[config.mk]
export PLATFORM = sky130hd
export DESIGN_NAME = i2c_master_transaction_sequencer_core
export DESIGN_NICKNAME = d
export VERILOG_FILES = /design/src/i2cms_pkg.sv /design/src/i2cms_buf.sv /design/src/i2cms_ctrl.sv /design/src/i2cms_outq.sv /design/src/i2c_master_transaction_sequencer_core.sv
export SDC_FILE = /design/constraint.sdc
export NUM_CORES = 1
export LEC_CHECK = 0
export ABC_AREA = 1
export CAP_MARGIN = 20
export CORE_MARGIN = 4
export CORE_UTILIZATION = 49
export CTS_BUF_LIST = sky130_fd_sc_hd__clkbuf_16
export CTS_CLUSTER_SIZE = 12
export DETAILED_ROUTE_END_ITERATION = 8
export DONT_BUFFER_PORTS = 1
export PLACE_DENSITY = 0.75
export SKIP_LAST_GASP = 1
export SLEW_MARGIN = 10
export SYNTH_ARGS = -nofsm -noshare
export SYNTH_HDL_FRONTEND = slang
export SYNTH_SLANG_ARGS = --single-unit
[constraint.sdc]
create_clock -name clk -period 4.5 [get_ports clk]
set_input_delay 0.675 -clock clk [delete_from_list [all_inputs] [get_ports clk]]
set_output_delay 0.675 -clock clk [all_outputs]
set_load 0.01 [all_outputs]
[src/i2cms_pkg.sv]
// Package for the I2C master transaction sequencer.
// Holds function, action and status codes, widths and the word types.
// No dependencies.
package i2cms_pkg;

	localparam int BUF_DEPTH = 32;
	localparam int BUF_AW    = $clog2(BUF_DEPTH);
	localparam int LEN_W     = 6;
	localparam int OQ_DEPTH  = 3;
	localparam int OQ_AW     = 2;

	localparam logic [2:0] FN_START_RD = 3'd0;
	localparam logic [2:0] FN_START_WR = 3'd1;
	localparam logic [2:0] FN_EVENT    = 3'd2;
	localparam logic [2:0] FN_LOAD     = 3'd3;
	localparam logic [2:0] FN_READ     = 3'd4;

	localparam logic [2:0] ACT_NONE  = 3'd0;
	localparam logic [2:0] ACT_SEND  = 3'd1;
	localparam logic [2:0] ACT_START = 3'd2;
	localparam logic [2:0] ACT_RECV  = 3'd3;
	localparam logic [2:0] ACT_STOP  = 3'd4;

	localparam logic [7:0] ST_START         = 8'h08;
	localparam logic [7:0] ST_RSTART        = 8'h10;
	localparam logic [7:0] ST_MT_SLA_ACK    = 8'h18;
	localparam logic [7:0] ST_MT_SLA_NACK   = 8'h20;
	localparam logic [7:0] ST_MT_DATA_ACK   = 8'h28;
	localparam logic [7:0] ST_MR_SLA_ACK    = 8'h40;
	localparam logic [7:0] ST_MR_SLA_NACK   = 8'h48;
	localparam logic [7:0] ST_MR_DATA_ACK   = 8'h50;
	localparam logic [7:0] ST_MR_DATA_NACK  = 8'h58;

	typedef struct packed {
		logic [2:0]       func;
		logic [7:0]       addr_byte;
		logic [LEN_W-1:0] length;
		logic [7:0]       status_code;
		logic [7:0]       rx_byte;
		logic [4:0]       buf_index;
		logic [7:0]       buf_data;
	} in_word_t;

	typedef struct packed {
		logic [2:0] action;
		logic [7:0] tx_byte;
		logic       ack_next;
		logic       clear_start;
		logic       done_res;
		logic       busy_res;
		logic [7:0] read_data;
	} out_word_t;

	// result of the decode stage; buffer bytes are merged in the following cycle
	typedef struct packed {
		out_word_t w;
		logic      tx_mem;
		logic      rd_mem;
	} res_t;

	typedef struct packed {
		logic              we;
		logic [BUF_AW-1:0] waddr;
		logic [7:0]        wdata;
		logic              re;
		logic [BUF_AW-1:0] raddr;
	} mem_req_t;

endpackage

[src/i2cms_buf.sv]
// Data buffer of the sequencer: one write port, one registered read port.
// Depends on i2cms_pkg.
module i2cms_buf (
	input  logic                clk,
	input  i2cms_pkg::mem_req_t req,
	output logic [7:0]          rdata
);
	import i2cms_pkg::*;

	logic [7:0] mem [BUF_DEPTH];

	always_ff @(posedge clk) begin
		if (req.we) begin
			mem[req.waddr] <= req.wdata;
		end
	end

	always_ff @(posedge clk) begin
		if (req.re) begin
			rdata <= mem[req.raddr];
		end
	end

endmodule

[src/i2cms_ctrl.sv]
// Transfer state and status decode; registers the decoded result in stage 1.
// Depends on i2cms_pkg.
module i2cms_ctrl (
	input  logic                clk,
	input  logic                arst_n,
	input  logic                accept,
	input  i2cms_pkg::in_word_t din,
	output i2cms_pkg::mem_req_t mreq,
	output i2cms_pkg::res_t     res_s1,
	output logic                valid_s1
);
	import i2cms_pkg::*;

	logic             busy_q, busy_d;
	logic [7:0]       target_q, target_d;
	logic [LEN_W-1:0] len_q, len_d;
	logic [LEN_W-1:0] pos_q, pos_d;
	res_t             res_d;
	logic             pos_lt_len, pos_in_buf;
	logic [LEN_W:0]   pos_p1, pos_p2;

	assign pos_lt_len = pos_q < len_q;
	assign pos_in_buf = {1'b0, pos_q} < (LEN_W + 1)'(BUF_DEPTH);
	assign pos_p1     = {1'b0, pos_q} + (LEN_W + 1)'(1);
	assign pos_p2     = {1'b0, pos_q} + (LEN_W + 1)'(2);

	always_comb begin
		busy_d   = busy_q;
		target_d = target_q;
		len_d    = len_q;
		pos_d    = pos_q;
		res_d    = '0;
		mreq     = '0;
		mreq.wdata = din.rx_byte;
		mreq.waddr = pos_q[BUF_AW-1:0];
		mreq.raddr = pos_q[BUF_AW-1:0];
		case (din.func)
			FN_START_RD, FN_START_WR: begin
				target_d = (din.func == FN_START_RD) ? (din.addr_byte | 8'h01)
				                                     : (din.addr_byte & 8'hfe);
				len_d = (din.length > LEN_W'(BUF_DEPTH)) ? LEN_W'(BUF_DEPTH) : din.length;
				busy_d = 1'b1;
				res_d.w.action = ACT_START;
			end
			FN_EVENT: begin
				case (din.status_code)
					ST_START, ST_RSTART: begin
						res_d.w.action      = ACT_SEND;
						res_d.w.tx_byte     = target_q;
						res_d.w.clear_start = 1'b1;
						pos_d               = '0;
					end
					ST_MR_DATA_ACK: begin
						if (pos_lt_len) begin
							mreq.we          = pos_in_buf;
							pos_d            = pos_p1[LEN_W-1:0];
							res_d.w.action   = ACT_RECV;
							res_d.w.ack_next = pos_p2 < {1'b0, len_q};
						end else begin
							res_d.w.action = ACT_STOP;
						end
					end
					ST_MR_SLA_ACK: begin
						res_d.w.action   = ACT_RECV;
						res_d.w.ack_next = pos_p1 < {1'b0, len_q};
					end
					ST_MR_SLA_NACK, ST_MT_SLA_NACK: begin
						res_d.w.action = ACT_START;
					end
					ST_MT_SLA_ACK, ST_MT_DATA_ACK: begin
						if (pos_lt_len && pos_in_buf) begin
							res_d.w.action = ACT_SEND;
							res_d.tx_mem   = 1'b1;
							mreq.re        = 1'b1;
							pos_d          = pos_p1[LEN_W-1:0];
						end else begin
							res_d.w.action = ACT_STOP;
						end
					end
					ST_MR_DATA_NACK: begin
						mreq.we        = pos_lt_len && pos_in_buf;
						res_d.w.action = ACT_STOP;
					end
					default: begin
						res_d.w.action = ACT_STOP;
					end
				endcase
				if (res_d.w.action == ACT_STOP) begin
					res_d.w.done_res = 1'b1;
					busy_d           = 1'b0;
				end
			end
			FN_LOAD: begin
				mreq.we    = 1'b1;
				mreq.waddr = din.buf_index[BUF_AW-1:0];
				mreq.wdata = din.buf_data;
			end
			FN_READ: begin
				mreq.re      = 1'b1;
				mreq.raddr   = din.buf_index[BUF_AW-1:0];
				res_d.rd_mem = 1'b1;
			end
			default: begin
			end
		endcase
		res_d.w.busy_res = busy_d;
		if (!accept) begin
			mreq.we = 1'b0;
			mreq.re = 1'b0;
		end
	end

	always_ff @(posedge clk or negedge arst_n) begin
		if (!arst_n) begin
			busy_q   <= 1'b0;
			target_q <= '0;
			len_q    <= '0;
			pos_q    <= '0;
			valid_s1 <= 1'b0;
		end else begin
			valid_s1 <= accept;
			if (accept) begin
				busy_q   <= busy_d;
				target_q <= target_d;
				len_q    <= len_d;
				pos_q    <= pos_d;
			end
		end
	end

	always_ff @(posedge clk) begin
		if (accept) begin
			res_s1 <= res_d;
		end
	end

endmodule

[src/i2cms_outq.sv]
// Three-word result queue between stage 1 and the master-side stream.
// Depends on i2cms_pkg.
module i2cms_outq (
	input  logic                 clk,
	input  logic                 arst_n,
	input  logic                 push,
	input  i2cms_pkg::out_word_t din,
	input  logic                 pop_rdy,
	output i2cms_pkg::out_word_t dout,
	output logic                 valid,
	output logic [1:0]           count
);
	import i2cms_pkg::*;

	out_word_t        q_mem [OQ_DEPTH];
	logic [OQ_AW-1:0] wp_q, rp_q;
	logic [1:0]       cnt_q;
	logic             pop;

	assign valid = cnt_q != 2'd0;
	assign pop   = valid && pop_rdy;
	assign dout  = q_mem[rp_q];
	assign count = cnt_q;

	function automatic logic [OQ_AW-1:0] nxt(input logic [OQ_AW-1:0] p);
		return (p == OQ_AW'(OQ_DEPTH - 1)) ? '0 : p + OQ_AW'(1);
	endfunction

	always_ff @(posedge clk or negedge arst_n) begin
		if (!arst_n) begin
			wp_q  <= '0;
			rp_q  <= '0;
			cnt_q <= '0;
		end else begin
			if (push) begin
				wp_q <= nxt(wp_q);
			end
			if (pop) begin
				rp_q <= nxt(rp_q);
			end
			cnt_q <= cnt_q + 2'(push) - 2'(pop);
		end
	end

	always_ff @(posedge clk) begin
		if (push) begin
			q_mem[wp_q] <= din;
		end
	end

endmodule

[src/i2c_master_transaction_sequencer_core.sv]
// A word accepted on s_ passes through the stage-1 register and the result queue before it is offered on m_.
// Throughput: one word per cycle while m_ keeps up; the decode stage and the buffer read port
// each take one word a cycle, and a three-word queue absorbs m_ stalls until s_tready drops.
// Reset: arst_n clears busy, address, length, position and the queue at once.
// Buffer contents are undefined until loaded.
module i2c_master_transaction_sequencer_core (
	input  logic        clk,
	input  logic        arst_n,
	input  logic        s_tvalid,
	output logic        s_tready,
	input  logic [47:0] s_tdata,   // addr_byte, length, status_code, rx_byte, buf_index, buf_data
	input  logic [2:0]  s_tuser,   // func
	output logic        m_tvalid,
	input  logic        m_tready,
	output logic [23:0] m_tdata,   // tx_byte, ack_next, clear_start, done_res, busy_res, read_data
	output logic [2:0]  m_tuser    // action
);
	import i2cms_pkg::*;

	in_word_t  din;
	mem_req_t  mreq;
	res_t      res_s1;
	logic      valid_s1;
	logic [7:0] mem_rdata;
	out_word_t merged, qout;
	logic [1:0] q_count;
	logic       accept;
	logic [2:0] fill;

	assign din.func        = s_tuser;
	assign din.addr_byte   = s_tdata[7:0];
	assign din.length      = s_tdata[13:8];
	assign din.status_code = s_tdata[21:14];
	assign din.rx_byte     = s_tdata[29:22];
	assign din.buf_index   = s_tdata[34:30];
	assign din.buf_data    = s_tdata[42:35];

	assign fill     = {1'b0, q_count} + {2'b00, valid_s1};
	assign s_tready = fill <= 3'd2;
	assign accept   = s_tvalid && s_tready;

	i2cms_ctrl u_ctrl (
		.clk      (clk),
		.arst_n   (arst_n),
		.accept   (accept),
		.din      (din),
		.mreq     (mreq),
		.res_s1   (res_s1),
		.valid_s1 (valid_s1)
	);

	i2cms_buf u_buf (
		.clk   (clk),
		.req   (mreq),
		.rdata (mem_rdata)
	);

	always_comb begin
		merged = res_s1.w;
		if (res_s1.tx_mem) begin
			merged.tx_byte = mem_rdata;
		end
		if (res_s1.rd_mem) begin
			merged.read_data = mem_rdata;
		end
	end

	i2cms_outq u_outq (
		.clk     (clk),
		.arst_n  (arst_n),
		.push    (valid_s1),
		.din     (merged),
		.pop_rdy (m_tready),
		.dout    (qout),
		.valid   (m_tvalid),
		.count   (q_count)
	);

	assign m_tuser = qout.action;
	assign m_tdata = {4'b0000, qout.read_data, qout.busy_res, qout.done_res,
	                  qout.clear_start, qout.ack_next, qout.tx_byte};

`ifndef NO_ASSERTIONS
	a_stall_has_word: assert property (@(posedge clk) disable iff (!arst_n)
		!s_tready |-> m_tvalid)
		else $error("input stalled with no word queued");
	a_done_idle: assert property (@(posedge clk) disable iff (!arst_n)
		m_tvalid && m_tdata[10] |-> !m_tdata[11] && m_tuser == ACT_STOP)
		else $error("done without stop or with busy set");
	a_clear_send: assert property (@(posedge clk) disable iff (!arst_n)
		m_tvalid && m_tdata[9] |-> m_tuser == ACT_SEND)
		else $error("clear_start outside address send");
	a_ack_recv: assert property (@(posedge clk) disable iff (!arst_n)
		m_tvalid && m_tdata[8] |-> m_tuser == ACT_RECV)
		else $error("ack_next outside receive");
`endif

endmodule

* After elaboration in Yosys (flattened, before gate mapping) *
Memories as Yosys holds them, arrays and structs flattened. A register that Yosys moved wholly into a read port is not among the register bits.
Cells that the tools add are included.

storage, ports and cells
  bits in writable memories = 325
  input port bits = 55
  output and inout port bits = 29
  memories = 2
  word-level logic and storage cells = 97
  bits in registers = 45

memories
  name          depth  bits a word  rd ports  clocked after memory_dff  write ports  RTL line          RTL
  u_buf.mem     32     8            1         1                         1            i2cms_buf.sv:10   logic [7:0] mem [BUF_DEPTH];
  u_outq.q_mem  3      23           1         0                         1            i2cms_outq.sv:15  out_word_t q_mem [OQ_DEPTH];

cells by class
  order comparisons = 6
  muxes and demuxes = 35
  add/subtract/negate cells = 7
  reduce and logical (&&, ||, !) cells = 13
  equal/unequal tests = 18

operators by type and width
  operator                                                         number
  8-bit by 7-bit == test with 1-bit output, second input constant  4
  6-bit two-way mux                                                3
  6-bit one-hot mux with 3 select lines                            1
  8-bit by 5-bit == test with 1-bit output, second input constant  2
  8-bit by 6-bit == test with 1-bit output, second input constant  2
  8-bit two-way mux                                                2
  1-bit two-way mux                                                15
  3-bit one-hot mux with 5 select lines                            1
  7-bit by 6-bit less-than comparator with 1-bit output            2
  13-bit two-way mux                                               1
  1-bit one-hot mux with 2 select lines                            5
  3-bit two-way mux                                                3
  8-bit by 4-bit == test with 1-bit output, second input constant  1
  2-bit OR reduction                                               4
  6-bit by 1-bit adder with 7-bit output, second input constant    1
  6-bit by 2-bit adder with 7-bit output, second input constant    1
  3-bit by 2-bit == test with 1-bit output, second input constant  2
  3-bit == test, second input constant                             2
  6-bit > comparator, second input constant                        1
  6-bit less-than comparator                                       1
  6-bit less-than comparator, second input constant                1
  3-bit one-hot mux with 2 select lines                            1
  5-bit two-way mux                                                1
  5-bit AND reduction                                              1
  14 further kinds                                                 21

* Logic depth before layout (Yosys ltp) *
  depth after elaboration = 8
  mapped depth = 13
  depth with buffers taken out = 12

* Modules after synthesis *
A second synthesis with hierarchy kept.

unflattened totals
  cell total of the unflattened synthesis = 1522
  area total of the unflattened synthesis = 16712.3 sq um

modules (own cells, without submodules)
  module                                 times used  area an instance (sq um)  cells an instance  sequential area each (sq um)
  i2cms_buf                              1           10866.7                   922                7927.6
  i2cms_outq                             1           2890.3                    213                2222.1
  i2cms_ctrl                             1           2625.0                    320                1061.0
  i2c_master_transaction_sequencer_core  1           330.3                     67                 0.0

* Least setup slack after synthesis *
No wires, ideal clock.

  path type = reg-to-reg
  start = register u_ctrl.valid_s1
  end = memory u_buf.mem[0][0] (enable)
  required time = 4.117 ns
  library setup time = 0.383 ns
  cell stages (with the launch flop) = 10
  setup slack = 1.451 ns
  arrival time = 2.666 ns
  path through = dfrtp_1 -> ha_1 -> inv_1 -> ha_1 -> inv_1 -> o31ai_1 -> nand2_1 -> clkinv_1 -> nand2_1 -> nor3_1

between the ends
  word-level cells in the longest chain between the ends = 6

ends and longest elaborated chain
  item                                            RTL line                                     RTL
  from (decl)                                     i2cms_ctrl.sv:10                             output logic valid_s1
  from (signal assigned)                          i2cms_ctrl.sv:121                            valid_s1 <= accept;
  2-bit by 1-bit adder with 3-bit output          i2c_master_transaction_sequencer_core.sv:38  assign fill = {1'b0, q_count} + {2'b00, valid_s1};
  3-bit by 2-bit <= comparator with 1-bit output  i2c_master_transaction_sequencer_core.sv:39  assign s_tready = fill <= 3'd2;
  net s_tready                                    i2c_master_transaction_sequencer_core.sv:10  output logic s_tready,
  1-bit logical AND                               i2c_master_transaction_sequencer_core.sv:40  assign accept = s_tvalid && s_tready;
  net accept                                      i2c_master_transaction_sequencer_core.sv:27  logic accept;
  1-bit two-way mux                               i2cms_ctrl.sv:107                            if (!accept) begin
  1-bit two-way mux                               i2cms_buf.sv:13                              if (req.we) begin
  1-bit two-way mux (not written as such)         i2cms_buf.sv:14                              mem[req.waddr] <= req.wdata;
  to (decl)                                       i2cms_buf.sv:10

The timed path passes the listed nets, and every way through them passes these cells.

* Worst setup path after layout *
  start = register u_ctrl.valid_s1
  end = memory u_buf.mem[27][1] (enable)

The elaborated chain is that of the path after synthesis.

==> flow_summary.ini <==
[drt]
drc_errors = 0
vias_per_cell = 5.30
ant_nets = 0
dr.pass1.iters = 5
drt_wl_total_um = 37900
avgRoutedWirePerCell_um = 17.4
vias = 11500
drt_iter0_drc = 1046

[logic_synthesis]
ys_ff_latch = 378
ys_seq_area_share_pct = 65.0
synth_area_sq_um = 17300
yosysWarnings = 0
synthCells = 1707
post_synth.cell_area_avg_sq_um = 10.1
synth_cell_types = 37

[clock_network]
clk_path_buf_depth = 3
clock_latency_ps = 520
clk_pin_slew_worst_paths_ps = 60
cts_tree = yes
numClockSinks = 378
cts_made_buffers = 38
root_buffer = clkbuf_16
cts_max_level = 2
cts_resized = 0

[status]
status = finished, final reports clean

[final_layout]
drive_gt1_share_pct = 5.53
syn_to_final_growth_pct = 8.72
nNetsFinal = 1776
fill_cells = 2904
layout_common_cells = 368 x nand2_1, 368 x inv_1, 350 x edfxtp_1
diodes = 0

[grt]
grt.met1_usage_pct = 25.3
grt_pass1_wl_um = 59500
grt-busiest-layer = met2
grt_overflow = 0
grt_use_total_pct = 19.5
grt_max_degree = 62
grt_use_met2_pct = 33.0
met3_usage_pct = 3.28
grt_pass1_vias = 11000
antenna_found_initial = 1

[sta]
hold_slack_ps = 287
fin_skew_ps = 14.3
slew_headroom_pct = 33.8
fmax_mhz = 286
rsz0062_at_grt = no
tightest_slew_ps = 989
final_hold_viol_count = 0
slew_violations = 0
min_period_over_period_pct = 77.6
setup_ws_ps = 1010
setup-tns-final_ps = 0
setup_violations = 0
min_period_ps = 3490

[setup_path]
crit_fanout = 9
required_ps = 4640
cp-start-kind = register
arrival_ps = 3630
worst-setup-path-type = reg2reg
end_kind = register

[floorplanning]
die_w_um = 196
core_sq_um = 34600
num_rows = 68
die_area_sq_um = 38300
pin_count = 84
die_h_um = 196
start_util_pct = 49.8

[placement]
gp_congestion = 0.897
place.port_buffers = 0
pre_cts_slack_ps = 933
dp_hpwl_um = 24200

[power]
total_power_w = 0.00823
power_density_nw_per_um2 = 439
p_leak_nw = 7.99
ir_worst_vdd_mv = 0.487

[worst_hold_path]
hp-class = in2reg

[job]
max_cap_violations = 0
layout make-up:
cell class              instances  area, sq um  area share, %
inverters                     354         1330           7.08
repair buffers                 24          208           1.11
multi-input cells             903         4390           23.4
flip-flops and latches        378        11200           59.7
well taps                     455          569           3.03
clock buffers                  39          976           5.20
clock inverters                19         78.8          0.420
repair_timing:
action,CTS,global route
hold buffers,2,0
setup endpoints to repair,0,0
endpoints found under the hold margin,28,0
setup buffers,0,0
cells in the mapped netlist:
master / instances / area, sq um
or2_2: 1 / 6.26
clkinv_1: 1 / 3.75
nor2_1: 71 / 267
nor3_1: 8 / 40.0
a21oi_1: 7 / 35.0
o21bai_1: 1 / 7.51
mux2_2: 16 / 180
clkbuf_1: 35 / 131
edfxtp_1: 350 / 10500
buf_1: 2 / 7.51
nand2_1: 370 / 1390
o21ai_4: 2 / 32.5
nand2_2: 2 / 12.5
nand4_1: 7 / 43.8
buf_6: 1 / 11.3
o21ai_2: 2 / 17.5
o211ai_1: 23 / 173
nor3_2: 1 / 10.0
nand3b_1: 2 / 15.0
nor2_2: 2 / 12.5
o31ai_1: 1 / 7.51
nor4_1: 1 / 6.26
buf_4: 7 / 52.6
inv_1: 353 / 1330
a21o_1: 1 / 7.51
o21a_1: 1 / 7.51
a21boi_0: 1 / 7.51
buf_2: 30 / 150
dfrtp_1: 28 / 701
a311oi_1: 1 / 8.76
xnor2_1: 1 / 8.76
ha_1: 22 / 275
o21ai_0: 29 / 145
conb_1: 1 / 3.75
nand3_1: 320 / 1600
o21ai_1: 2 / 10.0
xor2_1: 4 / 35.0
per-stage QoR:
stage / util, % / instances / area, sq um
floorplan: - / 1710 / 17300
detailed placement: 51.1 / 2112 / 17700
CTS: 54.2 / 2172 / 18800
global placement: 51.1 / 2112 / 17700
global route: 54.2 / 2172 / 18800
finish: 54.2 / 2172 / 18800
final timing paths:
path | slack, ps | start | end | cells past startpoint
worst max-delay path | 1010 | u_ctrl.valid_s1$_DFF_PN0_ | u_buf.mem[27][1]$_DFFE_PP_ | 9
max in group asynchronous | 3680 | arst_n | u_outq.wp_q[1]$_DFFE_PN0P_ | 2
worst min register to register | 470 | u_ctrl.res_s1[13]$_SDFFCE_PN0P_ | u_outq.q_mem[1][11]$_DFFE_PP_ | 0
min in group asynchronous | 630 | arst_n | u_ctrl.target_q[4]$_DFFE_PN0P_ | 2
worst max register to register | 1010 | u_ctrl.valid_s1$_DFF_PN0_ | u_buf.mem[27][1]$_DFFE_PP_ | 9
worst min-delay path | 290 | s_tdata[6] | u_ctrl.target_q[6]$_DFFE_PN0P_ | 2
flip-flops by register name (all words and copies together) (netlist names):
name             flops
u_outq.wp_q          2
u_outq.count         2
u_outq.q_mem        69
u_ctrl.busy_q        1
u_ctrl.pos_q         6
u_ctrl.len_q         6
u_outq.rp_q          2
u_ctrl.valid_s1      1
u_buf.rdata          8
u_buf.mem          256
u_ctrl.target_q      8
u_ctrl.res_s1       17
per-layer routing:
layer,vias to the layer above,routed length (um)
met5,-,12
met4,2,1410
met3,112,2820
met2,425,18600
met1,5423,15000
li1,5546,-
cell families after synthesis:
group | Yosys count | share of synthesized area (%)
XOR/XNOR | 5 | 0.254
buffers and inverters | 429 | 9.74
other | 1 | 0.0217
adder cells (fa/ha/maj) | 22 | 1.59
AO/OA/AOI/OAI | 71 | 2.66
AND/OR/NAND/NOR | 785 | 19.7
flip-flops | 378 | 65.0
multiplexers | 16 | 1.04
report_power, final:
part           leakage, nW  total, W  switching, W  internal, W
Combinational         3.89   0.00115      0.000838     0.000315
Sequential            3.52   0.00434      0.000126      0.00421
Clock                0.574   0.00274       0.00120      0.00155
critical path, cell delays in order, from the launching register on:
cell and delay, ps:
dfrtp_1 420, ha_1 210, inv_1 50, ha_1 260, inv_1 40, o31ai_1 510, nand2_1 350, clkinv_1 280
nand4_1 240, nor2_1 750
Note: power is estimated with default switching activity, not from simulation.
